--- config.mk ---
export PLATFORM = sky130hd
export DESIGN_NAME = dsfe_span_plan
export DESIGN_NICKNAME = d
export VERILOG_FILES = /design/src/hdl/dsfe_pkg.sv /design/src/hdl/dsfe_span_plan.sv
export SDC_FILE = /design/constraint.sdc
export NUM_CORES = 1
export LEC_CHECK = 0
export BUFFER_PORTS_ARGS = -buffer_cell sky130_fd_sc_hd__buf_4
export CAP_MARGIN = 20
export CELL_PAD_IN_SITES_DETAIL_PLACEMENT = 1
export CELL_PAD_IN_SITES_GLOBAL_PLACEMENT = 1
export CORE_MARGIN = 3
export CORE_UTILIZATION = 40
export CTS_BUF_LIST = sky130_fd_sc_hd__clkbuf_4
export DETAILED_ROUTE_END_ITERATION = 7
export PLACE_DENSITY = 0.79
export SLEW_MARGIN = 20
export SYNTH_ARGS = -nofsm -noshare
export SYNTH_HDL_FRONTEND = slang
export SYNTH_SLANG_ARGS = --single-unit
--- constraint.sdc ---
create_clock -name clk -period 6.1 [get_ports clk]
set_input_delay 1.22 -clock clk [delete_from_list [all_inputs] [get_ports clk]]
set_output_delay 1.22 -clock clk [all_outputs]
set_load 0.03 [all_outputs]
--- src/hdl/dsfe_pkg.sv ---
`timescale 1ns / 1ps
`default_nettype none
// ---------------------------------------------------------------------------
// Dithered span fill engine package
// Shared constants, types and the dither pattern table.
// ---------------------------------------------------------------------------
package dsfe_pkg;

    localparam int DEF_SCREEN_WIDTH  = 128;
    localparam int DEF_SCREEN_HEIGHT = 64;

    // Byte address of a span byte: 8-bit row times at most 32 bytes plus a
    // 5-bit byte column stays below 8192.
    localparam int SPAN_ADDR_W = 13;
    // One more bit so the store size itself (up to 8192) can be compared.
    localparam int SIZE_W      = SPAN_ADDR_W + 1;

    // Configuration register indexes
    localparam logic [2:0] CFG_WINDOW_LEFT   = 3'd0;
    localparam logic [2:0] CFG_WINDOW_TOP    = 3'd1;
    localparam logic [2:0] CFG_WINDOW_WIDTH  = 3'd2;
    localparam logic [2:0] CFG_WINDOW_HEIGHT = 3'd3;
    localparam logic [2:0] CFG_DITHER_LEVEL  = 3'd4;

    // Reset values of the configuration registers
    localparam logic [6:0] RST_WINDOW_LEFT   = 7'd0;
    localparam logic [5:0] RST_WINDOW_TOP    = 6'd0;
    localparam logic [7:0] RST_WINDOW_WIDTH  = 8'd128;
    localparam logic [6:0] RST_WINDOW_HEIGHT = 7'd64;
    localparam logic [4:0] RST_DITHER_LEVEL  = 5'd8;
    localparam logic [4:0] MAX_DITHER_LEVEL  = 5'd16;

    // Item kinds
    localparam logic FUNC_FILL = 1'b0;
    localparam logic FUNC_READ = 1'b1;

    typedef enum logic [1:0] {
        OP_CLEAR  = 2'd0,
        OP_SET    = 2'd1,
        OP_INVERT = 2'd2,
        OP_NONE   = 2'd3
    } color_op_t;

    // Registered span plan handed from the setup stage to the RMW walker
    typedef struct packed {
        logic                   drawn;
        color_op_t              op;
        logic [7:0]             pat;
        logic [7:0]             mask_start;
        logic [7:0]             mask_end;
        logic [SPAN_ADDR_W-1:0] base;
        logic [4:0]             byte_start;
        logic [4:0]             byte_end;
    } span_plan_t;

    // Four-row dither pattern: rows packed {row3, row2, row1, row0}
    function automatic logic [7:0] dither_row(input logic [4:0] level,
                                              input logic [1:0] r);
        logic [31:0] rows;
        case (level)
            5'd0:    rows = 32'h0000_0000;
            5'd1:    rows = 32'h0000_0088;
            5'd2:    rows = 32'h0022_0088;
            5'd3:    rows = 32'h00aa_0088;
            5'd4:    rows = 32'h00aa_00aa;
            5'd5:    rows = 32'h00aa_44aa;
            5'd6:    rows = 32'h11aa_44aa;
            5'd7:    rows = 32'h55aa_44aa;
            5'd8:    rows = 32'h55aa_55aa;
            5'd9:    rows = 32'h55aa_ddaa;
            5'd10:   rows = 32'h77aa_ddaa;
            5'd11:   rows = 32'hffaa_ddaa;
            5'd12:   rows = 32'hffaa_ffaa;
            5'd13:   rows = 32'hffaa_ffbb;
            5'd14:   rows = 32'hffee_ffbb;
            5'd15:   rows = 32'hffff_ffbb;
            default: rows = 32'hffff_ffff;
        endcase
        return rows[{r, 3'b000} +: 8];
    endfunction

endpackage
`default_nettype wire

--- src/hdl/dsfe_span_plan.sv ---
`timescale 1ns / 1ps
`default_nettype none
// ---------------------------------------------------------------------------
// Span setup stage
// Order, window-check, translate and clip one span; build masks and pattern.
// ---------------------------------------------------------------------------
module dsfe_span_plan #(
    parameter int SCREEN_WIDTH = dsfe_pkg::DEF_SCREEN_WIDTH
) (
    input  wire logic                 clk,
    input  wire logic                 load,
    input  wire logic [7:0]           x_start,
    input  wire logic [7:0]           x_end,
    input  wire logic [7:0]           row,
    input  wire logic [1:0]           color_op,
    input  wire logic                 dithered,
    input  wire logic [6:0]           window_left,
    input  wire logic [5:0]           window_top,
    input  wire logic [7:0]           window_width,
    input  wire logic [6:0]           window_height,
    input  wire logic [4:0]           dither_level,
    output dsfe_pkg::span_plan_t      plan
);

    localparam int ROW_BYTES = SCREEN_WIDTH / 8;

    dsfe_pkg::span_plan_t plan_reg;
    dsfe_pkg::span_plan_t plan_next;

    logic [7:0] lo;
    logic [7:0] hi;
    logic [7:0] lo_t;
    logic [7:0] hi_t;
    logic [7:0] hi_c;
    logic [7:0] y_t;
    logic [8:0] limit;

    always_comb
    begin
        // order the ends
        if (x_end < x_start)
        begin
            lo = x_end;
            hi = x_start;
        end
        else
        begin
            lo = x_start;
            hi = x_end;
        end

        // translate by the window origin, wrapping at 8 bits
        lo_t  = lo + {1'b0, window_left};
        hi_t  = hi + {1'b0, window_left};
        y_t   = row + {2'b00, window_top};
        limit = {2'b00, window_left} + {1'b0, window_width};

        // clip the right end to the window
        if ({1'b0, hi_t} >= limit)
        begin
            hi_c = 8'(limit - 9'd1);
        end
        else
        begin
            hi_c = hi_t;
        end

        plan_next.drawn      = (lo < window_width) && (row < {1'b0, window_height});
        plan_next.op         = dsfe_pkg::color_op_t'(color_op);
        plan_next.pat        = dithered ? dsfe_pkg::dither_row(dither_level, y_t[1:0])
                                        : 8'hff;
        plan_next.mask_start = 8'hff >> lo_t[2:0];
        plan_next.mask_end   = 8'hff << (3'd7 - hi_c[2:0]);
        plan_next.base       = dsfe_pkg::SPAN_ADDR_W'(y_t)
                             * dsfe_pkg::SPAN_ADDR_W'(ROW_BYTES);
        plan_next.byte_start = lo_t[7:3];
        plan_next.byte_end   = hi_c[7:3];
    end

    always_ff @(posedge clk)
    begin
        if (load)
        begin
            plan_reg <= plan_next;
        end
    end

    assign plan = plan_reg;

endmodule
`default_nettype wire

==> impl_metrics.json, run 1 <==
{
  "dp_hpwl_um": 8590,
  "cts_hold_buf": 0,
  "coreArea_um2": 8891,
  "worstPathCellList": "buf_4, inv_1, ha_1, nand4_1, o31ai_2, mux2_2, ha_1, inv_1, fa_1, nor2b_1, o21ai_0, a21boi_0, o21ai_0, and2_1, xnor2_1, ha_1, o21ai_0, a32oi_1, o21a_1, buf_4, nor3_1, a41oi_1",
  "fin_tns_setup_ns": 0,
  "yosysMostFrequentCell": "ha_1",
  "syn_area_per_cell_um2": 9.681,
  "portBuffers": 104,
  "place_congestion": 0.8631,
  "crit_path_top_delay_cell": "o31ai_2",
  "synth-compound-area-share": 0.1853,
  "fin_ws_ns": 0.5986,
  "ys_ff_latch": 39,
  "rows": 34,
  "h-tree-depth": 2,
  "min_path_type": "input port to flop",
  "fillers": 1052,
  "startpoint_type": "input port",
  "synth.area.top_cells": "edfxtp_1, ha_1, inv_1",
  "die_y_um": 102.5,
  "antenna_found_initial": 1,
  "critPathCaptureType": "flop",
  "synth_top_family_by_area": "adder cells",
  "placed_cell_area_um2": 4567,
  "start_util": 0.4192,
  "die_x_um": 102.5,
  "wl_per_cell_um": 16.82,
  "cts_resized": 0,
  "post_cts_buffers": 0,
  "antenna_left": 0,
  "async_flop_share": 0,
  "syn-cell-area_um2": 3727,
  "yosysSeqAreaShare": 0.3142,
  "synth-edff-count": 39,
  "grt_pass1_wl_um": 15870,
  "vdd_drop_max_mv": 0.09203,
  "largest_reg_flops": 39,
  "ys_warn_count": 0,
  "area_growth_pct": 24.14,
  "yosysTopAreaCellShare": 0.3142,
  "drt_iter0_drc": 69,
  "min_period_ns": 5.501,
  "detailedPlace.worstSlack_ns": 0.2927,
  "muxShareOfSynthArea": 0.03693,
  "postSynthCellCount": 385,
  "cts_root_buffer": "clkbuf_4",
  "clockBufferDepth": 2,
  "drv_slew": 0,
  "grt_start_max_net_pins": 40,
  "multiInputGateArea_um2": 2288,
  "drc_errors": 0,
  "timing.fmax_mhz": 181.8,
  "synthSimpleGateAreaFrac": 0.1185,
  "synth_common_cells": "ha_1, inv_1, edfxtp_1",
  "nets": 611,
  "grt_use_total": 0.1926,
  "via_per_inst": 5.329,
  "num_vias": 3192,
  "io_pins": 112,
  "synthAdderAreaFrac": 0.2122,
  "critPathKind": "input port to flop",
  "synth_ff_type": "edfxtp_1",
  "slew_headroom": 0.5852,
  "fin_util": 0.5204,
  "worstMarginPinSlew_ns": 0.6185,
  "cp_num_buf_inv": 4,
  "clkTransAtPathRegs_ns": 0.12,
  "synth_cell_types": 58,
  "setup_viol": 0,
  "clkSinkCount": 39,
  "grt_overflow": 0,
  "hold_viol": 0,
  "first_global_vias": 3277,
  "critPathMaxFanout": 12,
  "final_area_um2": 4627,
  "cts_tree": "built",
  "seqCellArea_um2": 1171,
  "cts_made_buffers": 5,
  "worstPathRequired_ns": 6.28,
  "period_share": 0.9019,
  "routed_wl_um": 10080,
  "drive_gt1_frac": 0.2796,
  "die-area_um2": 10510,
  "rsz0062_at_grt": "no",
  "yosysTopAreaCell": "edfxtp_1",
  "crit_path_max_incr_delay_ns": 0.60,
  "p_per_area_nw_per_um2": 268.0,
  "leakage_nw": 2.169,
  "synthXorXnorAreaFrac": 0.05404,
  "status": "complete, no violations",
  "max_cap_viol_count": 0,
  "cp.arrival_ns": 5.69,
  "firstDrtPassIters": 4,
  "cpLargestDelayFamily": "compound AO/OA/AOI/OAI gates"
}
-- cells in the final DEF, fill, tap and decap left out, types with 2 or more instances in the layout --
cell type,count
o221ai_1,2
or2_2,3
a21oi_1,16
nor2_1,23
conb_1,7
ha_1,56
nor3_1,4
a21o_1,10
edfxtp_1,39
nand2_1,23
nand2b_1,9
nand3_1,4
buf_4,107
a211oi_2,2
xnor2_1,17
a32oi_1,3
a211oi_1,5
o21ai_1,5
xor2_1,6
a31oi_1,3
a21boi_0,4
inv_1,45
and3_1,2
a211o_1,4
o21a_1,7
nor2b_1,8
and2_1,3
fa_1,4
o21ai_0,23
or3_1,3
clkbuf_4,6
mux2_2,10
o21bai_1,3
-- power by group --
part / total, mW / internal, mW / switching [mW]
combinational: 0.705 / 0.287 / 0.418
clock: 0.142 / 0.0490 / 0.0934
sequential: 0.392 / 0.376 / 0.0158
-- metrics by stage --
stage	hold WS (ns)	power, mW	std cells
6_report	1.049	1.240	599
3_3_place_gp	1.403	1.076	590
2_1_floorplan	1.319	0.8899	390
3_5_place_dp	1.403	1.104	590
4_1_cts	1.036	1.247	598
5_1_grt	1.024	1.327	599
-- cell type report --
class,count,area share
Clock buffer,6,0.009735
Timing Repair Buffer,107,0.1736
Clock inverter,2,0.002704
Tap cell,108,0.02921
Multi-Input combinational cell,291,0.4946
Sequential cell,39,0.2531
Inverter,45,0.03651
Antenna cell,1,0.0005408
-- kinds of logic (layout without fill, tap and decap cells) --
group	after synthesis	after routing
buffers and inverters	60	160
AO/OA/AOI/OAI	99	99
other	2	8
flip-flops	39	39
adder cells (fa/ha/maj)	61	61
XOR/XNOR	23	23
AND/OR/NAND/NOR	89	89
multiplexers	12	12
-- layer usage --
metal / track usage / wire (um) / vias up
li1: - / - / 1577
met1: 0.2543 / 4547 / 1527
met2: 0.3272 / 4919 / 76
met3: 0.02639 / 437 / 12
met4: 0.05954 / 171 / 0
met5: 0 / 0 / -
-- path summary, 6_finish.rpt --
check / depth (start not counted) / slack [ns] / to / startpoint
max: 22 / 0.60 / plan[29] / x_start[7]
min: 1 / 1.05 / plan[47] / color_op[0]
(Power assumes the default switching activity.)
==> inputs of run 2 (changes only) <==
--- a/config.mk
+++ b/config.mk
@@ -14,6 +14,8 @@
 export CTS_BUF_LIST = sky130_fd_sc_hd__clkbuf_4
 export DETAILED_ROUTE_END_ITERATION = 7
 export PLACE_DENSITY = 0.79
+export RECOVER_POWER = 50
+export SKIP_LAST_GASP = 1
 export SLEW_MARGIN = 20
 export SYNTH_ARGS = -nofsm -noshare
 export SYNTH_HDL_FRONTEND = slang
==> run 2 against run 1 <==
  * Die area unchanged
  * Combinational power down 3%
  * The flow now finishes with violations (max-capacitance violations, max-slew violations)
  * Utilization down 0.72 points
  * Sequential share of layout area up 0.35 points
  * Fmax down 0.10%
  * Highest routed layer unchanged
  * Largest cell class unchanged
  * Clock power about the same
  * Sequential power about the same
  * Critical endpoint unchanged
  * Cell count unchanged
  * Worst setup slack worse by 0.0055 ns
  * Critical path depth unchanged
  * Cell area down 1.4%
==> impl_metrics.json, run 2 (synthesis gave the netlist of run 1 again) <==
{
  "cts_tree": "built",
  "whs_ns": 1.072,
  "portBuffers": 104,
  "min_period_ns": 5.507,
  "cp.arrival_ns": 5.59,
  "rows": 34,
  "io_pins": 112,
  "start_util": 0.4192,
  "hold_viol": 0,
  "antenna_left": 0,
  "dp_hpwl_um": 8590,
  "die_y_um": 102.5,
  "clockBufferDepth": 2,
  "endpoint": "plan[29]",
  "h-tree-depth": 2,
  "first_global_vias": 3277,
  "clkSinkCount": 39,
  "met3WireLength_um": 449,
  "coreArea_um2": 8891,
  "layout_common_cells": "buf_4, ha_1, inv_1, edfxtp_1",
  "die-area_um2": 10510,
  "area_growth_pct": 22.42,
  "vdd_drop_max_mv": 0.08935,
  "place_congestion": 0.8631,
  "top_layer_used": "met4",
  "clkTransAtPathRegs_ns": 0.12,
  "drc_errors": 0,
  "num_vias": 3181,
  "cts_hold_buf": 0,
  "routed_wl_um": 10090,
  "critPathMaxFanout": 12,
  "layout_commonest_cell": "buf_4",
  "cts_resized": 0,
  "wl_per_cell_um": 16.84,
  "worstMarginPinSlew_ns": 2.215,
  "wl_met1_um": 4552,
  "p_per_area_nw_per_um2": 267.6,
  "failed_checks": "max-capacitance violations, max-slew violations",
  "via_per_inst": 5.311,
  "leakage_nw": 2.107,
  "startpoint_type": "input port",
  "fin_tns_setup_ns": 0,
  "grt_pass1_wl_um": 15870,
  "critPathKind": "input port to flop",
  "max_cap_viol_count": 1,
  "grt_overflow": 0,
  "post_cts_buffers": 0,
  "rsz0062_at_grt": "no",
  "timing.fmax_mhz": 181.6,
  "status": "complete, but fails checks",
  "grt_use_total": 0.1926,
  "slew_headroom": -0.4766,
  "startpoint": "x_start[7]",
  "min_path_type": "input port to flop",
  "drv_slew": 40,
  "worstPathRequired_ns": 6.19,
  "grt_start_max_net_pins": 40,
  "critPathCaptureType": "flop",
  "antenna_found_initial": 1,
  "wl_met2_um": 4895,
  "nets": 611,
  "drive_gt1_frac": 0.2449,
  "cts_root_buffer": "clkbuf_4",
  "setup_viol": 0,
  "cts_made_buffers": 5,
  "period_share": 0.9028,
  "firstDrtPassIters": 4,
  "drt_iter0_drc": 90,
  "largest_reg_flops": 39,
  "die_x_um": 102.5
}
## run 2: per-layer routing
layer	global-route usage	up-vias
met1	0.2543	1516
met4	0.05954	0
met5	0	-
met3	0.02639	12
li1	-	1578
met2	0.3272	75
## run 2: power by group
group / total (mW) / internal, mW / switching (mW)
registers: 0.393 / 0.377 / 0.0155
clock network: 0.142 / 0.0490 / 0.0930
logic: 0.687 / 0.268 / 0.418
## run 2: worst min path at each step
stage / from / endpoint / slack (ns) / depth (start not counted)
after detailed placement: color_op[1] / plan[48] / 1.40 / 1
after global routing: color_op[1] / plan[48] / 1.04 / 1
after floorplan: color_op[0] / plan[47] / 1.32 / 0
after CTS: color_op[1] / plan[48] / 1.04 / 1
final: color_op[0] / plan[47] / 1.07 / 1
after global placement: color_op[1] / plan[48] / 1.40 / 1
## run 2: through the flow
step                worst slack [ns]  total power [mW]  instance area, um2  utilization  instances
finish                        0.5930             1.221                4563       0.5132        599
global route                  0.2333             1.309                4563       0.5132        599
CTS                           0.6585             1.247                4624       0.5201        598
detailed placement            0.2927             1.104                4567       0.5137        590
global placement              0.4012             1.076                4567       0.5137        590
floorplan                     0.7985            0.8899                3746            -        390
## run 2: layout make-up
type,instances,area (um2)
Clock buffer,6,45.04
Clock inverter,2,12.51
Fill cell,1060,4328
Multi-Input combinational cell,291,2288
Sequential cell,39,1171
Tap cell,108,135.1
Inverter,45,168.9
Antenna cell,1,2.502
Timing Repair Buffer,107,739.5
## run 2: critical path, stage by stage
cell and delay [ns]:
buf_4 0.09, inv_1 0.04, ha_1 0.31, nand4_1 0.13
o31ai_2 0.60, mux2_2 0.41, ha_1 0.20, inv_1 0.07
fa_1 0.21, nor2b_1 0.06, o21ai_0 0.21, a21boi_0 0.12
o21ai_0 0.24, and2_1 0.22, xnor2_1 0.17, ha_1 0.27
o21ai_0 0.20, a32oi_1 0.12, o21a_1 0.23, buf_4 0.21
nor3_1 0.19, a41oi_1 0.07
==> inputs of run 3 (changes only) <==
--- a/config.mk
+++ b/config.mk
@@ -5,15 +5,17 @@
 export SDC_FILE = /design/constraint.sdc
 export NUM_CORES = 1
 export LEC_CHECK = 0
+export ABC_AREA = 1
 export BUFFER_PORTS_ARGS = -buffer_cell sky130_fd_sc_hd__buf_4
 export CAP_MARGIN = 20
 export CELL_PAD_IN_SITES_DETAIL_PLACEMENT = 1
 export CELL_PAD_IN_SITES_GLOBAL_PLACEMENT = 1
 export CORE_MARGIN = 3
-export CORE_UTILIZATION = 40
+export CORE_UTILIZATION = 39
 export CTS_BUF_LIST = sky130_fd_sc_hd__clkbuf_4
 export DETAILED_ROUTE_END_ITERATION = 7
-export PLACE_DENSITY = 0.79
+export GPL_ROUTABILITY_DRIVEN = 0
+export PLACE_DENSITY = 0.8
 export RECOVER_POWER = 50
 export SKIP_LAST_GASP = 1
 export SLEW_MARGIN = 20
==> run 3 against run 2 <==
  * The flow still finishes with violations (max-capacitance violations, max-slew violations)
  * Combinational power increased by 0.7%
  * Power increased by 3.9%
  * Global-route usage decreased by 0.86 points
  * Clock power increased by 22%
  * Synthesized area decreased by 1.6%
  * Non-clock buffer count decreased by 2
  * Cell count increased by 9.3%
  * Synthesized cell count increased by 15%
  * Via count increased by 3.4%
  * Die area increased by 0.86%
==> impl_metrics.json, run 3 <==
{
  "p_int_uw": 705.3,
  "wl_per_cell_um": 15.05,
  "yosysSeqAreaShare": 0.3193,
  "die-area_um2": 10600,
  "yosysTopAreaCellShare": 0.3193,
  "largest_reg_flops": 39,
  "power_frac_comb": 0.545,
  "ys_ff_latch": 39,
  "synth_common_cells": "nand2_1, inv_1, ha_1, edfxtp_1, a21oi_1",
  "p_sw_uw": 563.3,
  "die_x_um": 103.0,
  "met3WireLength_um": 469,
  "clockPowerShare": 0.136,
  "yosysTopAreaCell": "edfxtp_1",
  "failed_checks": "max-capacitance violations, max-slew violations",
  "h-tree-depth": 2,
  "num_vias": 3290,
  "clockBufferDepth": 2,
  "cp.arrival_ns": 5.63,
  "hold_viol": 0,
  "synth-edff-count": 39,
  "whs_ns": 1.074,
  "ys_warn_count": 0,
  "rsz0062_at_grt": "no",
  "min_path_type": "input port to flop",
  "max_cap_viol_count": 1,
  "grt_overflow": 0,
  "synth.area.top_cells": "edfxtp_1, ha_1, nand2_1",
  "switching_share": 0.4440,
  "grt_pass1_wl_um": 15640,
  "cts_tree": "built",
  "critPathCaptureType": "flop",
  "slew_headroom": -0.4028,
  "coreArea_um2": 8934,
  "synth_cell_types": 36,
  "critPathMaxFanout": 21,
  "synth_ff_type": "edfxtp_1",
  "grt_start_max_net_pins": 40,
  "worstPathRequired_ns": 6.20,
  "antenna_found_initial": 0,
  "placed_cell_area_um2": 4513,
  "via_per_inst": 5.023,
  "firstDrtPassIters": 5,
  "setup_viol": 0,
  "startpoint_type": "input port",
  "grt_use_total": 0.1840,
  "wl_met1_um": 4077,
  "yosysMostFrequentCell": "nand2_1",
  "p_per_area_nw_per_um2": 280.6,
  "post_cts_buffers": 0,
  "start_util": 0.4105,
  "async_flop_share": 0,
  "io_pins": 112,
  "syn-cell-area_um2": 3667,
  "dp_hpwl_um": 8724,
  "min_period_ns": 5.528,
  "top_layer_used": "met4",
  "drive_gt1_frac": 0.2048,
  "final_area_um2": 4522,
  "die_y_um": 103.0,
  "layout_common_cells": "nand2_1, buf_4, inv_1, ha_1, edfxtp_1",
  "timing.fmax_mhz": 180.9,
  "critPathKind": "input port to flop",
  "rows": 34,
  "area_growth_pct": 23.30,
  "drv_slew": 40,
  "wl_met2_um": 5199,
  "drt_iter0_drc": 66,
  "routed_wl_um": 9857,
  "seqPwrFrac": 0.319,
  "vdd_drop_max_mv": 0.1357,
  "clkTransAtPathRegs_ns": 0.12,
  "cts_hold_buf": 0,
  "antenna_left": 0,
  "min_delay_path_depth": 1,
  "drc_errors": 0,
  "portBuffers": 104,
  "syn_area_per_cell_um2": 8.278,
  "fin_tns_setup_ns": 0,
  "clkSinkCount": 39,
  "worstMarginPinSlew_ns": 2.104,
  "first_global_vias": 3423,
  "cts_root_buffer": "clkbuf_4",
  "status": "complete, but fails checks",
  "cts_resized": 0,
  "cts_made_buffers": 5,
  "fillers": 1129,
  "nets": 668,
  "layout_commonest_cell": "nand2_1",
  "period_share": 0.9062,
  "antenna_cells": 0,
  "postSynthCellCount": 443,
  "leakage_nw": 2.309
}
[run 3: cell types whose count changed in the layout (fill, tap and decap cells not counted), moves of 5 or more]
cell / previous run / this run
nand2_1: 23 / 87
inv_1: 45 / 71
a21oi_1: 16 / 37
nand3_1: 4 / 20
xor2_1: 6 / 17
a21o_1: 10 / 0
mux2_2: 10 / 0
nand2b_1: 9 / 0
xnor2_1: 17 / 8
nor2b_1: 8 / 0
o21a_1: 7 / 1
a211oi_1: 5 / 0
[run 3: critical path: stages]
cell,delay [ns]
buf_4,0.09
inv_1,0.04
ha_1,0.29
a21oi_1,0.16
o21a_1,0.16
nand2_1,0.34
a21oi_1,0.30
ha_1,0.20
inv_1,0.06
fa_1,0.40
o21ai_0,0.34
xor2_1,0.33
inv_1,0.10
ha_1,0.30
nand2_1,0.07
nor2_1,0.17
nand2_1,0.07
nand3_1,0.09
nand2_1,0.07
nand2_1,0.07
nand2_1,0.05
nand3b_1,0.18
nand2_4,0.10
nand2_1,0.08
nand2_1,0.08
nor2_1,0.17
nand2_1,0.08
[run 3: kinds of logic after synthesis]
group | Yosys count | synth area share
adder cells (fa/ha/maj) | 60 | 0.2129
buffers and inverters | 88 | 0.1020
AO/OA/AOI/OAI | 76 | 0.1129
AND/OR/NAND/NOR | 150 | 0.1778
flip-flops | 39 | 0.3193
other | 2 | 0.002048
XOR/XNOR | 28 | 0.07301
[run 3: worst paths after layout]
check         from  endpoint  slack [ns]
max     x_start[7]  plan[29]        0.57
min    color_op[0]  plan[47]        1.07
[run 3: layout make-up]
type / instances / area [um2] / share of cell area
clock buffers: 5 / 37.54 / 0.008301
clock inverters: 3 / 38.79 / 0.008578
inverters: 74 / 277.8 / 0.06143
multi-input cells: 321 / 2141 / 0.4734
flip-flops and latches: 39 / 1171 / 0.2590
well taps: 108 / 135.1 / 0.02988
repair buffers: 105 / 720.7 / 0.1594
[run 3: routing by layer]
metal,vias to the layer above,track usage
met4,0,0.03386
met1,1551,0.2115
met5,-,0
met2,76,0.3527
met3,11,0.03586
li1,1652,-
[run 3: power by group through the flow]
stage	clock, mW	sequential (mW)	combinational (mW)
floorplan	0	0.537	0.353
global placement	0	0.408	0.694
detailed placement	0	0.413	0.721
CTS	0.177	0.406	0.723
global route	0.186	0.410	0.771
finish	0.173	0.404	0.692
[run 3: through the flow]
stage	util	instances	power (mW)	worst slack, ns
detailed placement	0.5052	647	1.134	0.2158
global placement	0.5052	647	1.101	0.5918
CTS	0.5137	655	1.306	0.5985
finish	0.5062	655	1.269	0.5722
global route	0.5062	655	1.367	0.2013
floorplan	-	448	0.8893	1.128
