`config.mk`:
```
export PLATFORM = sky130hd
export DESIGN_NAME = dsfe_rmw
export DESIGN_NICKNAME = d
export VERILOG_FILES = /design/src/hdl/dsfe_pkg.sv /design/src/hdl/dsfe_rmw.sv
export SDC_FILE = /design/constraint.sdc
export NUM_CORES = 1
export LEC_CHECK = 0
export ABC_AREA = 1
export BUFFER_PORTS_ARGS = -buffer_cell sky130_fd_sc_hd__buf_2
export CAP_MARGIN = 20
export CORE_MARGIN = 2
export CORE_UTILIZATION = 54
export CTS_CLUSTER_DIAMETER = 80
export DETAILED_ROUTE_END_ITERATION = 8
export PLACE_DENSITY = 0.87
export SLEW_MARGIN = 20
export SYNTH_ARGS = -nofsm -noshare
export SYNTH_HDL_FRONTEND = slang
export SYNTH_SLANG_ARGS = --single-unit
```
`constraint.sdc`:
```
create_clock -name clk -period 10.16 [get_ports clk]
set_clock_uncertainty 0.05 [all_clocks]
set_input_delay 3.048 -clock clk [delete_from_list [all_inputs] [get_ports clk]]
set_output_delay 3.048 -clock clk [all_outputs]
set_load 0.01 [all_outputs]
```
`src/hdl/dsfe_pkg.sv`:
```
`timescale 1ns / 1ps
`default_nettype none
// ---------------------------------------------------------------------------
// Dithered span fill engine package
// Shared constants, types and the dither pattern table.
// ---------------------------------------------------------------------------
package dsfe_pkg;

    localparam int DEF_SCREEN_WIDTH  = 128;
    localparam int DEF_SCREEN_HEIGHT = 64;

    // Byte address of a span byte: 8-bit row times at most 32 bytes plus a
    // 5-bit byte column stays below 8192.
    localparam int SPAN_ADDR_W = 13;
    // One more bit so the store size itself (up to 8192) can be compared.
    localparam int SIZE_W      = SPAN_ADDR_W + 1;

    // Configuration register indexes
    localparam logic [2:0] CFG_WINDOW_LEFT   = 3'd0;
    localparam logic [2:0] CFG_WINDOW_TOP    = 3'd1;
    localparam logic [2:0] CFG_WINDOW_WIDTH  = 3'd2;
    localparam logic [2:0] CFG_WINDOW_HEIGHT = 3'd3;
    localparam logic [2:0] CFG_DITHER_LEVEL  = 3'd4;

    // Reset values of the configuration registers
    localparam logic [6:0] RST_WINDOW_LEFT   = 7'd0;
    localparam logic [5:0] RST_WINDOW_TOP    = 6'd0;
    localparam logic [7:0] RST_WINDOW_WIDTH  = 8'd128;
    localparam logic [6:0] RST_WINDOW_HEIGHT = 7'd64;
    localparam logic [4:0] RST_DITHER_LEVEL  = 5'd8;
    localparam logic [4:0] MAX_DITHER_LEVEL  = 5'd16;

    // Item kinds
    localparam logic FUNC_FILL = 1'b0;
    localparam logic FUNC_READ = 1'b1;

    typedef enum logic [1:0] {
        OP_CLEAR  = 2'd0,
        OP_SET    = 2'd1,
        OP_INVERT = 2'd2,
        OP_NONE   = 2'd3
    } color_op_t;

    // Registered span plan handed from the setup stage to the RMW walker
    typedef struct packed {
        logic                   drawn;
        color_op_t              op;
        logic [7:0]             pat;
        logic [7:0]             mask_start;
        logic [7:0]             mask_end;
        logic [SPAN_ADDR_W-1:0] base;
        logic [4:0]             byte_start;
        logic [4:0]             byte_end;
    } span_plan_t;

    // Four-row dither pattern: rows packed {row3, row2, row1, row0}
    function automatic logic [7:0] dither_row(input logic [4:0] level,
                                              input logic [1:0] r);
        logic [31:0] rows;
        case (level)
            5'd0:    rows = 32'h0000_0000;
            5'd1:    rows = 32'h0000_0088;
            5'd2:    rows = 32'h0022_0088;
            5'd3:    rows = 32'h00aa_0088;
            5'd4:    rows = 32'h00aa_00aa;
            5'd5:    rows = 32'h00aa_44aa;
            5'd6:    rows = 32'h11aa_44aa;
            5'd7:    rows = 32'h55aa_44aa;
            5'd8:    rows = 32'h55aa_55aa;
            5'd9:    rows = 32'h55aa_ddaa;
            5'd10:   rows = 32'h77aa_ddaa;
            5'd11:   rows = 32'hffaa_ddaa;
            5'd12:   rows = 32'hffaa_ffaa;
            5'd13:   rows = 32'hffaa_ffbb;
            5'd14:   rows = 32'hffee_ffbb;
            5'd15:   rows = 32'hffff_ffbb;
            default: rows = 32'hffff_ffff;
        endcase
        return rows[{r, 3'b000} +: 8];
    endfunction

endpackage
`default_nettype wire

```
`src/hdl/dsfe_rmw.sv`:
```
`timescale 1ns / 1ps
`default_nettype none
// ---------------------------------------------------------------------------
// Span read-modify-write walker
// Walk the span's bytes, one read per cycle, write back in the next cycle.
// ---------------------------------------------------------------------------
module dsfe_rmw #(
    parameter int STORE_SIZE = dsfe_pkg::DEF_SCREEN_WIDTH / 8 * dsfe_pkg::DEF_SCREEN_HEIGHT,
    localparam int AW        = (STORE_SIZE > 1) ? $clog2(STORE_SIZE) : 1
) (
    input  wire logic                 clk,
    input  wire logic                 rst_n,
    input  wire logic                 start,
    input  wire dsfe_pkg::span_plan_t plan,
    output logic                      done,
    output logic                      rd_en,
    output logic [AW-1:0]             rd_addr,
    input  wire logic [7:0]           rd_data,
    output logic                      wr_en,
    output logic [AW-1:0]             wr_addr,
    output logic [7:0]                wr_data
);

    typedef enum logic [4:0] {
        P_IDLE  = 5'b00001,
        P_FIRST = 5'b00010,
        P_LAST  = 5'b00100,
        P_MID   = 5'b01000,
        P_DRAIN = 5'b10000
    } phase_t;

    phase_t     phase_reg;
    phase_t     phase_next;
    logic [5:0] cur_reg;
    logic [5:0] cur_next;

    logic          wr_pend_reg;
    logic          wr_pend_next;
    logic [AW-1:0] wr_addr_reg;
    logic [7:0]    wr_mask_reg;
    logic          wr_whole_reg;

    logic                             issue;
    logic [4:0]                       col;
    logic [7:0]                       mask;
    logic                             whole;
    logic [dsfe_pkg::SPAN_ADDR_W-1:0] addr;
    logic                             in_range;
    logic [5:0]                       cur_inc;

    always_comb
    begin
        phase_next = phase_reg;
        cur_next   = cur_reg;
        issue      = 1'b0;
        col        = plan.byte_start;
        mask       = 8'hff;
        whole      = 1'b0;
        cur_inc    = cur_reg + 6'd1;
        unique case (phase_reg)
            P_IDLE:
            begin
                if (start)
                begin
                    phase_next = P_FIRST;
                end
            end
            P_FIRST:
            begin
                issue = 1'b1;
                col   = plan.byte_start;
                if (plan.byte_start == plan.byte_end)
                begin
                    mask       = plan.mask_start & plan.mask_end & plan.pat;
                    phase_next = P_DRAIN;
                end
                else
                begin
                    mask       = plan.mask_start & plan.pat;
                    phase_next = P_LAST;
                end
            end
            P_LAST:
            begin
                issue    = 1'b1;
                col      = plan.byte_end;
                mask     = plan.mask_end & plan.pat;
                cur_next = {1'b0, plan.byte_start} + 6'd1;
                // end wrapped left of start leaves no interior bytes
                if (cur_next < {1'b0, plan.byte_end})
                begin
                    phase_next = P_MID;
                end
                else
                begin
                    phase_next = P_DRAIN;
                end
            end
            P_MID:
            begin
                issue    = 1'b1;
                col      = cur_reg[4:0];
                whole    = 1'b1;
                cur_next = cur_inc;
                if (cur_inc >= {1'b0, plan.byte_end})
                begin
                    phase_next = P_DRAIN;
                end
            end
            P_DRAIN:
            begin
                phase_next = P_IDLE;
            end
            default:
            begin
                phase_next = P_IDLE;
            end
        endcase

        addr         = plan.base + dsfe_pkg::SPAN_ADDR_W'(col);
        // bytes past the store are dropped
        in_range     = {1'b0, addr} < dsfe_pkg::SIZE_W'(STORE_SIZE);
        wr_pend_next = issue && in_range;
    end

    always_ff @(posedge clk or negedge rst_n)
    begin
        if (!rst_n)
        begin
            phase_reg   <= P_IDLE;
            wr_pend_reg <= 1'b0;
        end
        else
        begin
            phase_reg   <= phase_next;
            wr_pend_reg <= wr_pend_next;
        end
    end

    always_ff @(posedge clk)
    begin
        cur_reg      <= cur_next;
        wr_addr_reg  <= addr[AW-1:0];
        wr_mask_reg  <= mask;
        wr_whole_reg <= whole;
    end

    // modify the byte that came back from the read issued last cycle
    always_comb
    begin
        case (plan.op)
            dsfe_pkg::OP_CLEAR:
                wr_data = wr_whole_reg ? ~plan.pat : (rd_data & ~wr_mask_reg);
            dsfe_pkg::OP_SET:
                wr_data = wr_whole_reg ? plan.pat : (rd_data | wr_mask_reg);
            dsfe_pkg::OP_INVERT:
                wr_data = rd_data ^ (wr_whole_reg ? plan.pat : wr_mask_reg);
            default:
                wr_data = rd_data;
        endcase
    end

    assign rd_en   = wr_pend_next;
    assign rd_addr = addr[AW-1:0];
    assign wr_en   = wr_pend_reg;
    assign wr_addr = wr_addr_reg;
    assign done    = (phase_reg == P_DRAIN);

endmodule
`default_nettype wire

```
==> results, run 1 <==
- The number of nets in the synthesized netlist is 425.
- Hold is met by 511 ps.
- The effective utilization at floorplan is 55.8%.
- The number of clock buffers inserted by TritonCTS is 5.
- The critical path in this run is classified as primary input to primary output.
- Before antenna repair, the detailed router went through 4 iterations.
- Hold repair after CTS inserted 0 buffers.
- The first global-routing pass estimated 10.1 mm of wire.
- The startpoint identified for the worst register-to-register timing path is phase_reg[0]$_DFFE_PN1P_.
- 92 I/O pins were placed.
- The fmax is ~0.12 GHz.
- In this run the vertical extent of the chip is 71.1 um.
- TritonCTS built the clock tree.
- The run finished with clean final reports.
- At the pin with the least slew margin, the transition time is between 500 and 600 ps.
- The number of global-route vias before repair is ~2,400.
- The layout cell share with drive strength beyond 1 is around 25%.
- After the first detailed-routing iteration, the DRC count stood at a little over 70.
- The maximum clock insertion buffer count is 2.
- The critical path runs through a total of 13 cells.
- At the end of the flow, the number of nets in the layout was between 500 and 600.
- IR analysis of the VDD net gives a maximum drop of 0.000106 V.
- The count of mapped cells out of synthesis is 346.
- Clock latency on the worst-skew pair, taken at its later pin, is 280 ps.
- The final RePlAce weighted congestion is 0.888.
- Among all stages on the critical path, the largest delay is contributed by sky130_fd_sc_hd__fa_1.
- Max-cap violations in this run came to 0.
- The buffer count from post-CTS setup fixing is 0.
- The clock tree synthesis step divided the H-tree into 2 levels.
- The element type at the critical path start is a primary input.
- The die area is 5050 um^2.
- The global-route met3 utilization is ~5.7%.
- The total count of max-transition violations in the final report came to 0.
- With fillers left out, the area of the finished cells amounts to 2980 um^2.
- The maximum number of pins on one net before global-route repair is 22.
- The largest driver fanout on the critical path is 6.
- The detail route stage leaves a number of antenna-violating nets equal to 0.
- Setup repair after global routing left no endpoint under its margin.
- The global routing stage identified its most utilized layer as met2.
- The total overflow reported by the global router is 0.
- The root buffer cell chosen for the clock tree is sky130_fd_sc_hd__clkbuf_8.
- The critical path ends at rd_en.
- The global-route met2 utilization is a little over two fifths.
- In this run the tightest slew margin relative to its limit is 62.7%.
- The logic depth of the worst register-to-register path is 14.
- The number of port buffers is 90.
- Measured along the x axis, the die boundary spans 71.1 um.
- The via count is 2,566.
- The number of buffer and inverter stages on the critical path is 2.
- The total core area is 4350 um^2.
- For met1 alone, demand over resource in global routing was 30.0%.
- Summed over all cells, the static leakage comes to 0.00155 uW.
- The hold violation total from the final report was 0.
- In this run the worst setup path begins at plan[5].
- The post-place instance area is 2900 um^2.
- Yosys printed 0 warnings.
- The per-instance average area after synthesis is between 7 and 8 um^2.
- The synthesized cell area is 2430 um^2.
- For this block, the routed nets add up to 5.98 mm of wire.
- The number of placement rows is 24.
- Walking the worst path, the cells encountered are buf_2, nand3_1, o211ai_1, ha_1, fa_1, nand3_1, nand3_1, nand2_1, o21ai_0, nand3_1, nand2_1, nor3_2, buf_2.
- The routed length per instance is 12.3 um.
- STA puts the critical path data required time at 7060 ps.
- After detailed routing, the number of vias per cell comes to 5.27.
- The area growth from synthesis to layout is 22.6%.
- In the synthesized netlist the dominant register cell turns out to be sky130_fd_sc_hd__dfxtp_1.
- The count of flip-flops with a built-in enable after synthesis is 6.
- Summed over all failing endpoints, the final setup total negative slack is 0 ps.
- The worst setup path is captured at a primary output.
- The path type of the worst min-delay path is flip-flop to flip-flop.
- The data arrival time of the worst path is 4920 ps.
- Power comes to about 460 uW.
- In this run, synthesis produced a sequential element count of 31.
- The register with the most flip-flops in the layout has 10 of them.
- The smallest clock period supported by the final layout is computed as between 8000 and 9000 ps.
- The worst register-to-register path has a setup slack of around 7000 ps.
- Global routing used between 20% and 30% of the available tracks across all layers.
- The total of endpoints with negative setup slack in the final report is 0.
- The post-route clock period utilization is 78.9%.
- The clock-pin slew on the worst setup and hold paths is 60 ps.
- The post-cts resize count is 0.
- Counting stages on the worst path, the most repeated cell is sky130_fd_sc_hd__nand3_1.
- The largest incremental delay on the critical path is 450 ps.
- The count of inserted antenna diode cells is 0.
- Counting flops with an async set or reset pin after synthesis yields a share of 19.4%.
- The initial antenna violation count is 0.
- Clock tree synthesis found a total of 31 sinks.
- The post-synthesis cell type count is 40.
- The power per cell area is ~160 nW/um^2.
- The HPWL reported at the end of detailed placement is a little under 5 mm.
- The number of design rule violations left after detail routing is 0.
- The end of the worst register-to-register path is wr_en$_DFF_PN0_.
- The share of synthesized area occupied by flip-flops and latches is between 20% and 30%.
- The cell family contributing the most delay on the critical path is adder cells.
==> per-stage QoR <==
step / worst slack, ps / cells / util [%]
6_report: 2140 / 487 / 68.4
5_1_grt: 1930 / 487 / 68.4
2_1_floorplan: 2550 / 346 / -
3_3_place_gp: 2130 / 479 / 66.5
3_5_place_dp: 2130 / 479 / 66.5
4_1_cts: 2120 / 487 / 68.4
==> cell usage after synthesis, types with 2 or more instances <==
cell / n / share of area, %
sky130_fd_sc_hd__a21oi_1: 23 / 4.7
sky130_fd_sc_hd__a31oi_1: 2 / 0.52
sky130_fd_sc_hd__buf_2: 5 / 1.0
sky130_fd_sc_hd__buf_4: 2 / 0.62
sky130_fd_sc_hd__dfrtp_1: 5 / 5.2
sky130_fd_sc_hd__dfxtp_1: 19 / 16
sky130_fd_sc_hd__edfxtp_1: 6 / 7.4
sky130_fd_sc_hd__ha_1: 17 / 8.8
sky130_fd_sc_hd__inv_1: 43 / 6.6
sky130_fd_sc_hd__inv_2: 4 / 0.62
sky130_fd_sc_hd__nand2_1: 71 / 11
sky130_fd_sc_hd__nand3_1: 23 / 4.7
sky130_fd_sc_hd__nand3_2: 2 / 0.82
sky130_fd_sc_hd__nand3b_1: 2 / 0.62
sky130_fd_sc_hd__nand4_1: 4 / 1.0
sky130_fd_sc_hd__nand4_2: 2 / 1.0
sky130_fd_sc_hd__nor2_1: 31 / 4.8
sky130_fd_sc_hd__nor3_1: 2 / 0.41
sky130_fd_sc_hd__o2111ai_1: 2 / 0.72
sky130_fd_sc_hd__o211ai_1: 7 / 2.2
sky130_fd_sc_hd__o21ai_0: 33 / 6.8
sky130_fd_sc_hd__o221ai_1: 4 / 1.4
sky130_fd_sc_hd__o311ai_0: 4 / 1.4
sky130_fd_sc_hd__or2_1: 3 / 0.77
sky130_fd_sc_hd__or2_2: 2 / 0.52
sky130_fd_sc_hd__xnor2_1: 2 / 0.72
sky130_fd_sc_hd__xor2_1: 13 / 4.7
==> worst min path at each step <==
| stage | start | endpoint | cells past startpoint |
|---|---|---|---|
| final | phase_reg[4]$_DFFE_PN0P_ | phase_reg[1]$_DFFE_PN0P_ | 3 |
| after global routing | phase_reg[4]$_DFFE_PN0P_ | phase_reg[1]$_DFFE_PN0P_ | 3 |
| after CTS | phase_reg[4]$_DFFE_PN0P_ | phase_reg[1]$_DFFE_PN0P_ | 3 |
| after detailed placement | phase_reg[4]$_DFFE_PN0P_ | phase_reg[1]$_DFFE_PN0P_ | 3 |
| after global placement | phase_reg[4]$_DFFE_PN0P_ | phase_reg[1]$_DFFE_PN0P_ | 3 |
| after floorplan | phase_reg[4]$_DFFE_PN0P_ | phase_reg[1]$_DFFE_PN0P_ | 3 |
==> metal layers <==
metal | share of wire, % | wire, um
met1 | 43 | 2560
met2 | 48 | 2900
met3 | 7.1 | 422
met4 | 1.7 | 99
met5 | 0 | 0
==> worst reg2reg max path, cell delays in order (launching register included) <==
cell and delay (ps):
sky130_fd_sc_hd__dfstp_2 570, sky130_fd_sc_hd__nor2_4 50, sky130_fd_sc_hd__nand4_2 330, sky130_fd_sc_hd__clkinv_1 420, sky130_fd_sc_hd__nand2_1 150, sky130_fd_sc_hd__o211ai_1 110
sky130_fd_sc_hd__ha_1 220, sky130_fd_sc_hd__fa_1 450, sky130_fd_sc_hd__nand3_1 110, sky130_fd_sc_hd__nand3_1 120, sky130_fd_sc_hd__nand2_1 80, sky130_fd_sc_hd__o21ai_0 130
sky130_fd_sc_hd__nand3_1 100, sky130_fd_sc_hd__nand2_1 60, sky130_fd_sc_hd__nor3_2 110
==> power breakdown <==
| part | internal [uW] | switching, uW |
|---|---|---|
| combinational | 79.6 | 116 |
| clock | 48.0 | 45.4 |
| sequential | 159 | 14.6 |
| total | 287 | 176 |
==> placed cells by master (no fill, tap or decap), types with 13 or more instances in the layout <==
| cell type | n |
|---|---|
| sky130_fd_sc_hd__buf_2 | 90 |
| sky130_fd_sc_hd__ha_1 | 17 |
| sky130_fd_sc_hd__dfxtp_1 | 19 |
| sky130_fd_sc_hd__xor2_1 | 13 |
| sky130_fd_sc_hd__a21oi_1 | 23 |
| sky130_fd_sc_hd__nand2_1 | 71 |
| sky130_fd_sc_hd__nor2_1 | 31 |
| sky130_fd_sc_hd__inv_1 | 43 |
| sky130_fd_sc_hd__o21ai_0 | 33 |
| sky130_fd_sc_hd__nand3_1 | 23 |
==> logic make-up (layout without fill, tap and decap cells) <==
family / count (synthesis) / count (layout) / share of synthesized area (%)
buffers and inverters: 57 / 146 / 9.43
adder cells (fa/ha/maj): 18 / 18 / 9.58
XOR/XNOR: 15 / 15 / 5.41
AND/OR/NAND/NOR: 147 / 147 / 27.6
AO/OA/AOI/OAI: 78 / 78 / 18.6
flip-flops: 31 / 31 / 29.3
==> area by class of cell <==
cell class	count	area, um^2
clock inverters	1	5.00
fillers	373	1380
multi-input cells	258	1490
well taps	52	65.1
clock buffers	7	76.3
repair buffers	90	450
inverters	48	180
flip-flops and latches	31	712
No activity file was read; power rests on OpenSTA's default activity.
==> run 2: changes to the inputs <==
--- a/config.mk
+++ b/config.mk
@@ -5,14 +5,14 @@
 export SDC_FILE = /design/constraint.sdc
 export NUM_CORES = 1
 export LEC_CHECK = 0
-export ABC_AREA = 1
+export ABC_AREA = 0
 export BUFFER_PORTS_ARGS = -buffer_cell sky130_fd_sc_hd__buf_2
 export CAP_MARGIN = 20
 export CORE_MARGIN = 2
-export CORE_UTILIZATION = 54
+export CORE_UTILIZATION = 49
 export CTS_CLUSTER_DIAMETER = 80
 export DETAILED_ROUTE_END_ITERATION = 8
-export PLACE_DENSITY = 0.87
+export PLACE_DENSITY = 0.81
 export SLEW_MARGIN = 20
 export SYNTH_ARGS = -nofsm -noshare
 export SYNTH_HDL_FRONTEND = slang
==> constraint.sdc (replaced) <==
create_clock -name clk -period 8.1 [get_ports clk]
set_clock_uncertainty 0.05 [all_clocks]
set_input_delay 2.43 -clock clk [delete_from_list [all_inputs] [get_ports clk]]
set_output_delay 2.43 -clock clk [all_outputs]
set_load 0.01 [all_outputs]
==> results, run 2 <==
- The flow ran to the end, and the final reports show no timing, DRC or antenna violations.
- The number of port buffers is 90 (unchanged).
- The I/O pin count is 92 (unchanged).
- The element type at the critical path start is a primary input.
- The remaining antenna violation count is 0 (unchanged).
- The total of endpoints with negative setup slack in the final report was 0 (unchanged).
- The number of clock sinks is 31 (unchanged).
- The master cell of the clock root buffer is sky130_fd_sc_hd__clkbuf_8.
- The fraction of registers with async set/reset was 19.4% (unchanged).
- The clock-pin slew on the worst setup and hold paths came to 70 ps (about the same).
- The total count of max-transition violations in the final report was 0 (unchanged).
- The worst setup path is captured at a primary output.
- The number of nets in the layout is 429 (-16%).
- The initial antenna violation count came to 0 (unchanged).
- The per-instance average area after synthesis is 8.61 um^2 (+23%).
- The total overflow reported by the global router came to 0 (unchanged).
- The top-area cell type share of the netlist area was 17.0% (+1.3 points).
- The number of design rule violations left after detail routing was 0 (unchanged).
- The die outline height came to 71.6 um (+0.77%).
- The worst min-delay path endpoint is phase_reg[1]$_DFFE_PN0P_.
- The H-tree level count is 2 (unchanged).
- The number of placement rows is 24 (unchanged).
- The max-slew headroom at the worst pin is 57.6% (-5.1 points).
- The final critical path takes up between 90 and 100% of the cycle.
- The startpoint of the worst-slack reg-to-reg timing path is phase_reg[1]$_DFFE_PN0P_.
- The synthesized cell area is 2240 um^2 (-7.8%).
- The die area is 5130 um^2 (+1.5%).
- The count of inserted antenna diode cells is 0 (unchanged).
- The slack of the worst reg-to-reg path is 4150 ps (-2860 ps).
- The final total negative setup slack is 0 ps (unchanged).
- The total nets after synthesis is 339 (-20%).
- The actual slew at the worst max-slew pin came to 636 ps (+78.3 ps).
- Leaving out fill and tap cells, the most frequent cell in the layout is sky130_fd_sc_hd__buf_2.
- The largest incremental delay on the critical path was 440 ps (about the same).
- The total routing resource utilization after global routing is 22.2% (-2.5 points).
- The buffer count from post-CTS setup fixing is 0 (unchanged).
- The number of global-route vias before repair is 2,075 (-15%).
- The hold violation total from the final report is 0 (unchanged).
- The gate family responsible for the most delay along the worst path is compound AO/OA/AOI/OAI gates.
- The global-route wire length before repair was 8.98 mm (-12%).
- The library cells used most frequently in the layout, excluding fill and tap cells, are sky130_fd_sc_hd__buf_2 (90), sky130_fd_sc_hd__nand2_1 (28), sky130_fd_sc_hd__nor2_1 (20).
- The final routed wirelength across all metal layers is 5.53 mm (-7.5%).
- The count of flip-flops with a built-in enable after synthesis is 6 (unchanged).
- The number of instances on the worst hold path is 2 (-1).
- The routed length per instance was 13.7 um (+12%).
- The post-cts resize count came to 0 (unchanged).
- The fmax is 0.137 GHz.
- The signal on the critical path passes through buf_2, a221o_1, ha_1, fa_1, a211oi_2, o21bai_1, and3_4, or3_1, a211oi_2, buf_2.
- The logic depth of the worst register-to-register path is 11 (-3).
- The maximum number of pins on one net before global-route repair is 22 (unchanged).
- The critical path is of the primary input to primary output type.
- The number of violations reported at the end of detailed-routing iteration 0 is 95 (+32%).
- The count of mapped cells out of synthesis came to 260 (-25%).
- The hold path startpoint is phase_reg[0]$_DFFE_PN1P_.
- The width of the die is 71.6 um (+0.77%).
- The required time of the worst setup path was 5620 ps (-1440 ps).
- The utilization after layout came to 64.7% (-3.7 points).
- The clock latency on the worst-skew pair is 290 ps (about the same).
- The HPWL reported at the end of detailed placement was 4.34 mm (-9.8%).
- The critical-path cell with the highest stage delay is sky130_fd_sc_hd__fa_1.
- The post-route cell area was 2840 um^2 (-4.7%).
- The number of fill cells in the layout was 382 (+2.4%).
- The post-synthesis cell type count is 54 (+35%).
- The data arrival time of the worst path is 4850 ps (-70 ps).
- The number of flip-flops in the largest register is 10 (unchanged).
- The cell taking the most area after synthesis is sky130_fd_sc_hd__dfxtp_1.
- The maximum clock insertion buffer count is 2 (unchanged).
- TritonCTS built the clock tree.
- The share of synthesized area occupied by flip-flops and latches came to 31.8% (+2.5 points).
- The leakage power figure is 0.00135 uW (-13%).
- From synthesis to final layout, the design area changed by 26.6%.
- The end of the worst register-to-register path is wr_en$_DFF_PN0_.
- The total core area is 4380 um^2 (+0.69%).
- The post-place instance area is 2720 um^2 (-6.0%).
- The setup slack of the critical path after layout was 775 ps (-1370 ps).
- In the synthesized netlist the dominant register cell turns out to be sky130_fd_sc_hd__dfxtp_1.
- The setup slack at placement is 787 ps (-1340 ps).
- Setup repair after global routing left no endpoint under its margin.
- The number of synthesized register bits is 31 (unchanged).
- The number of vias per cell after detailed routing is 5.51 (+4.6%).
- The via count was 2,221 (-13%).
- After synthesis, the cell types taking the most area are sky130_fd_sc_hd__dfxtp_1 (17%), sky130_fd_sc_hd__ha_1 (9.5%), sky130_fd_sc_hd__edfxtp_1 (8.0%).
- The maximum ir drop on the vdd rail was 0.000156 V (+47%).
- The number of warning messages in the yosys log is 0 (unchanged).
- The layout cell share with drive strength beyond 1 is 32.5% (+7.2 points).
- The post-route worst hold slack is 519 ps (+8.55 ps).
- By count the netlist is led by sky130_fd_sc_hd__nand2_1 (28), sky130_fd_sc_hd__nor2_1 (20), sky130_fd_sc_hd__dfxtp_1 (19).
- The number of hold-repair buffers added at the cts stage is 0 (unchanged).
- The final RePlAce weighted congestion is 0.881 (-0.72%).
- The power per cell area came to 193 nW/um^2 (+24%).
- The worst path in the final design needs a cycle of 7330 ps, including I/O delays and setup.
- The count of TritonRoute iterations in the first routing pass is 4 (unchanged).
- The number of clock buffers inserted by TritonCTS is 5 (unchanged).
- The number of max-capacitance violations reported is 0 (unchanged).
- The number of buffer and inverter stages on the critical path is 2 (unchanged).
- Among all cell types in the netlist, the one instantiated most often is sky130_fd_sc_hd__nand2_1.
- The tightest min-delay check is of the flip-flop to flip-flop type.
- The largest driver fanout on the critical path is 5 (-1).
- The effective utilization at floorplan is 51.1% (-4.7 points).
## run 2: cell types whose count changed after synthesis, sizes merged, moves of 6 or more
cell,before,now
inv,47,17
o21ai,34,11
xor2,13,6
nor2,32,20
nor2b,0,7
a21oi,23,17
xnor2,2,17
nand3,25,8
o211ai,7,0
nand2,71,28
## run 2: worst register-to-register path: cells and delay by family (launching register included)
family | cells | cell delay, ps
simple gates | 5 | 1700
flops | 1 | 490
compound gates | 4 | 950
fa+ha+maj | 2 | 660
## run 2: power breakdown
part           internal [uW]  leakage (uW)  switching [uW]
Clock                   87.1     0.0000594            61.8
Combinational           88.9      0.000995             104
Sequential               188      0.000291            18.2
Total                    364       0.00135             184
## run 2: layout make-up
type | count | area [um^2] | share of cell area (%)
clock buffer | 7 | 108 | 3.80
timing repair buffer | 91 | 458 | 16.2
inverter | 17 | 63.8 | 2.25
sequential | 31 | 712 | 25.1
clock inverter | 1 | 5.00 | 0.177
multi-input combinational | 204 | 1420 | 50.2
tap | 52 | 65.1 | 2.29
## run 2: layer usage
metal	vias to the layer above	wire, um	global-route usage [%]
met2	77	2600	37.1
met3	7	391	4.78
met4	0	72	7.55
li1	1126	-	-
met1	1011	2460	28.6
met5	-	0	0
## run 2: metrics by stage
stage          power (uW)  cells
2_1_floorplan         332    260
3_5_place_dp          401    395
4_1_cts               552    403
3_3_place_gp          395    395
5_1_grt               584    403
6_report              548    403
## run 2: logic make-up after synthesis
| family | Yosys count | synth area share (%) |
|---|---|---|
| compound gates | 73 | 23.6 |
| mux | 2 | 0.950 |
| fa+ha+maj | 18 | 10.4 |
| xor+xnor | 23 | 8.99 |
| flops | 31 | 31.8 |
| simple gates | 88 | 19.7 |
| buf+inv | 25 | 4.64 |
## run 2: how the worst max path moves through the flow
| stage | cells after the start | end | from | slack [ps] |
|---|---|---|---|---|
| floorplan | 8 | rd_en | plan[5] | 1140 |
| global placement | 10 | rd_en | plan[5] | 790 |
| detailed placement | 10 | rd_en | plan[5] | 790 |
| CTS | 10 | rd_en | plan[5] | 760 |
| global route | 10 | rd_en | plan[5] | 680 |
| finish | 10 | rd_en | plan[5] | 770 |
==> run 3: changes to the inputs <==
--- a/config.mk
+++ b/config.mk
@@ -13,6 +13,7 @@
 export CTS_CLUSTER_DIAMETER = 80
 export DETAILED_ROUTE_END_ITERATION = 8
 export PLACE_DENSITY = 0.81
+export RECOVER_POWER = 50
 export SLEW_MARGIN = 20
 export SYNTH_ARGS = -nofsm -noshare
 export SYNTH_HDL_FRONTEND = slang
==> results, run 3 (same netlist as run 2, synthesis figures left out) <==
- The required time of the worst setup path was 5620 ps (about the same).
- The CTS tree is done.
- The total core area is 4380 um^2 (unchanged).
- The number of instances on the worst hold path is 2 (unchanged).
- The number of buffer and inverter stages on the critical path is 2 (unchanged).
- The routed length per instance was 13.7 um (+0.14%).
- The startpoint of the worst-slack reg-to-reg timing path is phase_reg[1]$_DFFE_PN0P_.
- The die outline height came to 71.6 um (unchanged).
- The power per cell area was 193 nW/um^2 (-0.15%).
- The number of global-route vias before repair is 2,075 (unchanged).
- The end of the worst register-to-register path is wr_en$_DFF_PN0_.
- The count of inserted antenna diode cells is 0 (unchanged).
- The final critical path time including I/O delays and setup is 7350 ps (+28.0 ps).
- The cell with the most instances on the worst path is sky130_fd_sc_hd__a211oi_2.
- The initial antenna violation count was 0 (unchanged).
- The commonest non-fill, non-tap cell in the layout is sky130_fd_sc_hd__buf_2.
- The total of endpoints with negative setup slack in the final report came to 0 (unchanged).
- In this run the worst hold path is classified as flip-flop to flip-flop.
- The worst setup path is captured at a primary output.
- The count of TritonRoute iterations in the first routing pass came to 4 (unchanged).
- The number of clock buffers inserted by TritonCTS is 5 (unchanged).
- The H-tree level count was 2 (unchanged).
- The number of max-capacitance violations reported is 0 (unchanged).
- Setup repair after global routing left no endpoint under its margin.
- The max-slew headroom at the worst pin is 57.7% (+0.13 points).
- The number of placement rows is 24 (unchanged).
- The post-route worst hold slack is 505 ps (-14.2 ps).
- The maximum clock insertion buffer count is 2 (unchanged).
- The I/O pin count is 92 (unchanged).
- The slack of the worst reg-to-reg path came to 4050 ps (-100 ps).
- The flow ran to the end, and the final reports show no timing, DRC or antenna violations.
- The maximum number of pins on one net before global-route repair is 22 (unchanged).
- Clock tree synthesis selected as its root buffer the cell sky130_fd_sc_hd__clkbuf_8.
- The largest driver fanout on the critical path is 5 (unchanged).
- The source of the critical timing path is plan[5].
- The fmax is 0.136 GHz (-0.38%).
- The signed area change from the synthesized netlist to the final layout is 25.6%.
- The via count is 2,211 (-0.45%).
- The number of design rule violations left after detail routing is 0 (unchanged).
- The capture point of the critical path is rd_en.
- The total overflow reported by the global router is 0 (unchanged).
- The setup slack at placement is 787 ps (unchanged).
- The hold violation total from the final report is 0 (unchanged).
- The element type at the critical path start is a primary input.
- The global-route wire length before repair was 8.98 mm (unchanged).
- The die area is 5130 um^2 (unchanged).
- The largest incremental delay on the critical path was 440 ps (about the same).
- The slowest stage of the critical path belongs to the cell sky130_fd_sc_hd__fa_1.
- The HPWL reported at the end of detailed placement is 4.34 mm (unchanged).
- The number of nets in the layout came to 429 (unchanged).
- The number of vias per cell after detailed routing is 5.49 (-0.45%).
- Leaving out fill and tap cells, the most frequent cells in the layout are sky130_fd_sc_hd__buf_2 (77), sky130_fd_sc_hd__nand2_1 (28), sky130_fd_sc_hd__nor2_1 (20).
- The post-cts resize count is 0 (unchanged).
- The logic depth of the worst register-to-register path is 11 (unchanged).
- The number of flip-flops in the largest register is 10 (unchanged).
- The actual slew at the worst max-slew pin is 634 ps (-1.91 ps).
- The clock latency on the worst-skew pair is 290 ps (about the same).
- The post-route clock period utilization is 90.8% (+0.35 points).
- The number of violations reported at the end of detailed-routing iteration 0 came to 96 (+1.1%).
- The critical path in this run is classified as primary input to primary output.
- The maximum ir drop on the vdd rail is 0.000155 V (-0.58%).
- The clock-pin slew on the worst setup and hold paths is 70 ps (about the same).
- The gate family responsible for the most delay along the worst path is compound AO/OA/AOI/OAI gates.
- The buffer count from post-CTS setup fixing is 0 (unchanged).
- The total routing resource utilization after global routing was 22.2% (unchanged).
- The power after layout is 543 uW (-0.90%).
- The number of hold-repair buffers added at the cts stage is 0 (unchanged).
- The total count of max-transition violations in the final report is 0 (unchanged).
- The layout cell share with drive strength beyond 1 came to 28.5% (-4.0 points).
- The number of logic stages on the critical path including buffering was 10 (unchanged).
- The number of clock sinks was 31 (unchanged).
- The effective utilization at floorplan is 51.1% (unchanged).
- The remaining antenna violation count is 0 (unchanged).
- The final routed wirelength across all metal layers was 5.54 mm (+0.14%).
- The leakage power figure is 0.00131 uW (-2.8%).
- The final RePlAce weighted congestion came to 0.881 (unchanged).
- The number of port buffers came to 90 (unchanged).
- The data arrival time of the worst path came to 4870 ps (+20 ps).
- The final total negative setup slack is 0 ps (unchanged).
- The width of the die is 71.6 um (unchanged).
- Traced cell by cell, the critical path runs through clkbuf_1, a221o_1, ha_1, fa_1, a211oi_2, o21bai_1, and3_4, or3_1, a211oi_2, buf_2.
- The setup slack of the critical path after layout came to 747 ps (-28.0 ps).
[run 3: cell count changes in the layout (fill, tap and decap cells not counted), sizes merged]
cell,before,now
buf,91,78
clkbuf,7,20
[run 3: worst register-to-register path: cells and delay by family, from the launching register on]
family,cells,cell delay (ps)
DFF,1,480
adders and majority gates,2,660
AOI/OAI and AO/OA,4,950
and+or+nand+nor,5,1810
[run 3: worst min-delay path by stage]
stage | slack, ps | from | end
floorplan | 460 | phase_reg[0]$_DFFE_PN1P_ | phase_reg[1]$_DFFE_PN0P_
global placement | 480 | phase_reg[0]$_DFFE_PN1P_ | phase_reg[1]$_DFFE_PN0P_
detailed placement | 490 | phase_reg[0]$_DFFE_PN1P_ | phase_reg[1]$_DFFE_PN0P_
CTS | 500 | phase_reg[0]$_DFFE_PN1P_ | phase_reg[1]$_DFFE_PN0P_
global route | 540 | phase_reg[0]$_DFFE_PN1P_ | phase_reg[1]$_DFFE_PN0P_
finish | 510 | phase_reg[0]$_DFFE_PN1P_ | phase_reg[1]$_DFFE_PN0P_
[run 3: layout make-up]
type / count / area (um^2)
Fill cell: 392 / 1570
Clock inverter: 1 / 5.00
Timing Repair Buffer: 91 / 442
Sequential cell: 31 / 712
Inverter: 17 / 63.8
Multi-Input combinational cell: 204 / 1420
Tap cell: 52 / 65.1
Clock buffer: 7 / 108
[run 3: routing by layer]
layer  GRT usage, %  wire, um  vias up
met4           7.55        58        0
met3           4.78       393        5
li1               -         -     1126
met1           28.6      2470     1007
met2           37.1      2620       73
met5              0         0        -
[run 3: per-stage QoR]
| stage | utilization, % | instances | instance area, um^2 |
|---|---|---|---|
| after floorplan | - | 260 | 2240 |
| after global placement | 62.1 | 395 | 2720 |
| after detailed placement | 62.1 | 395 | 2720 |
| after CTS | 64.7 | 403 | 2840 |
| after global routing | 64.2 | 403 | 2810 |
| final | 64.2 | 403 | 2810 |
[run 3: power by group]
part	switching, uW	leakage (uW)	total, uW	internal, uW
registers	17.8	0.000291	206	188
clock network	61.1	0.0000594	148	87.0
logic	103	0.000957	189	85.3
total	182	0.00131	543	360
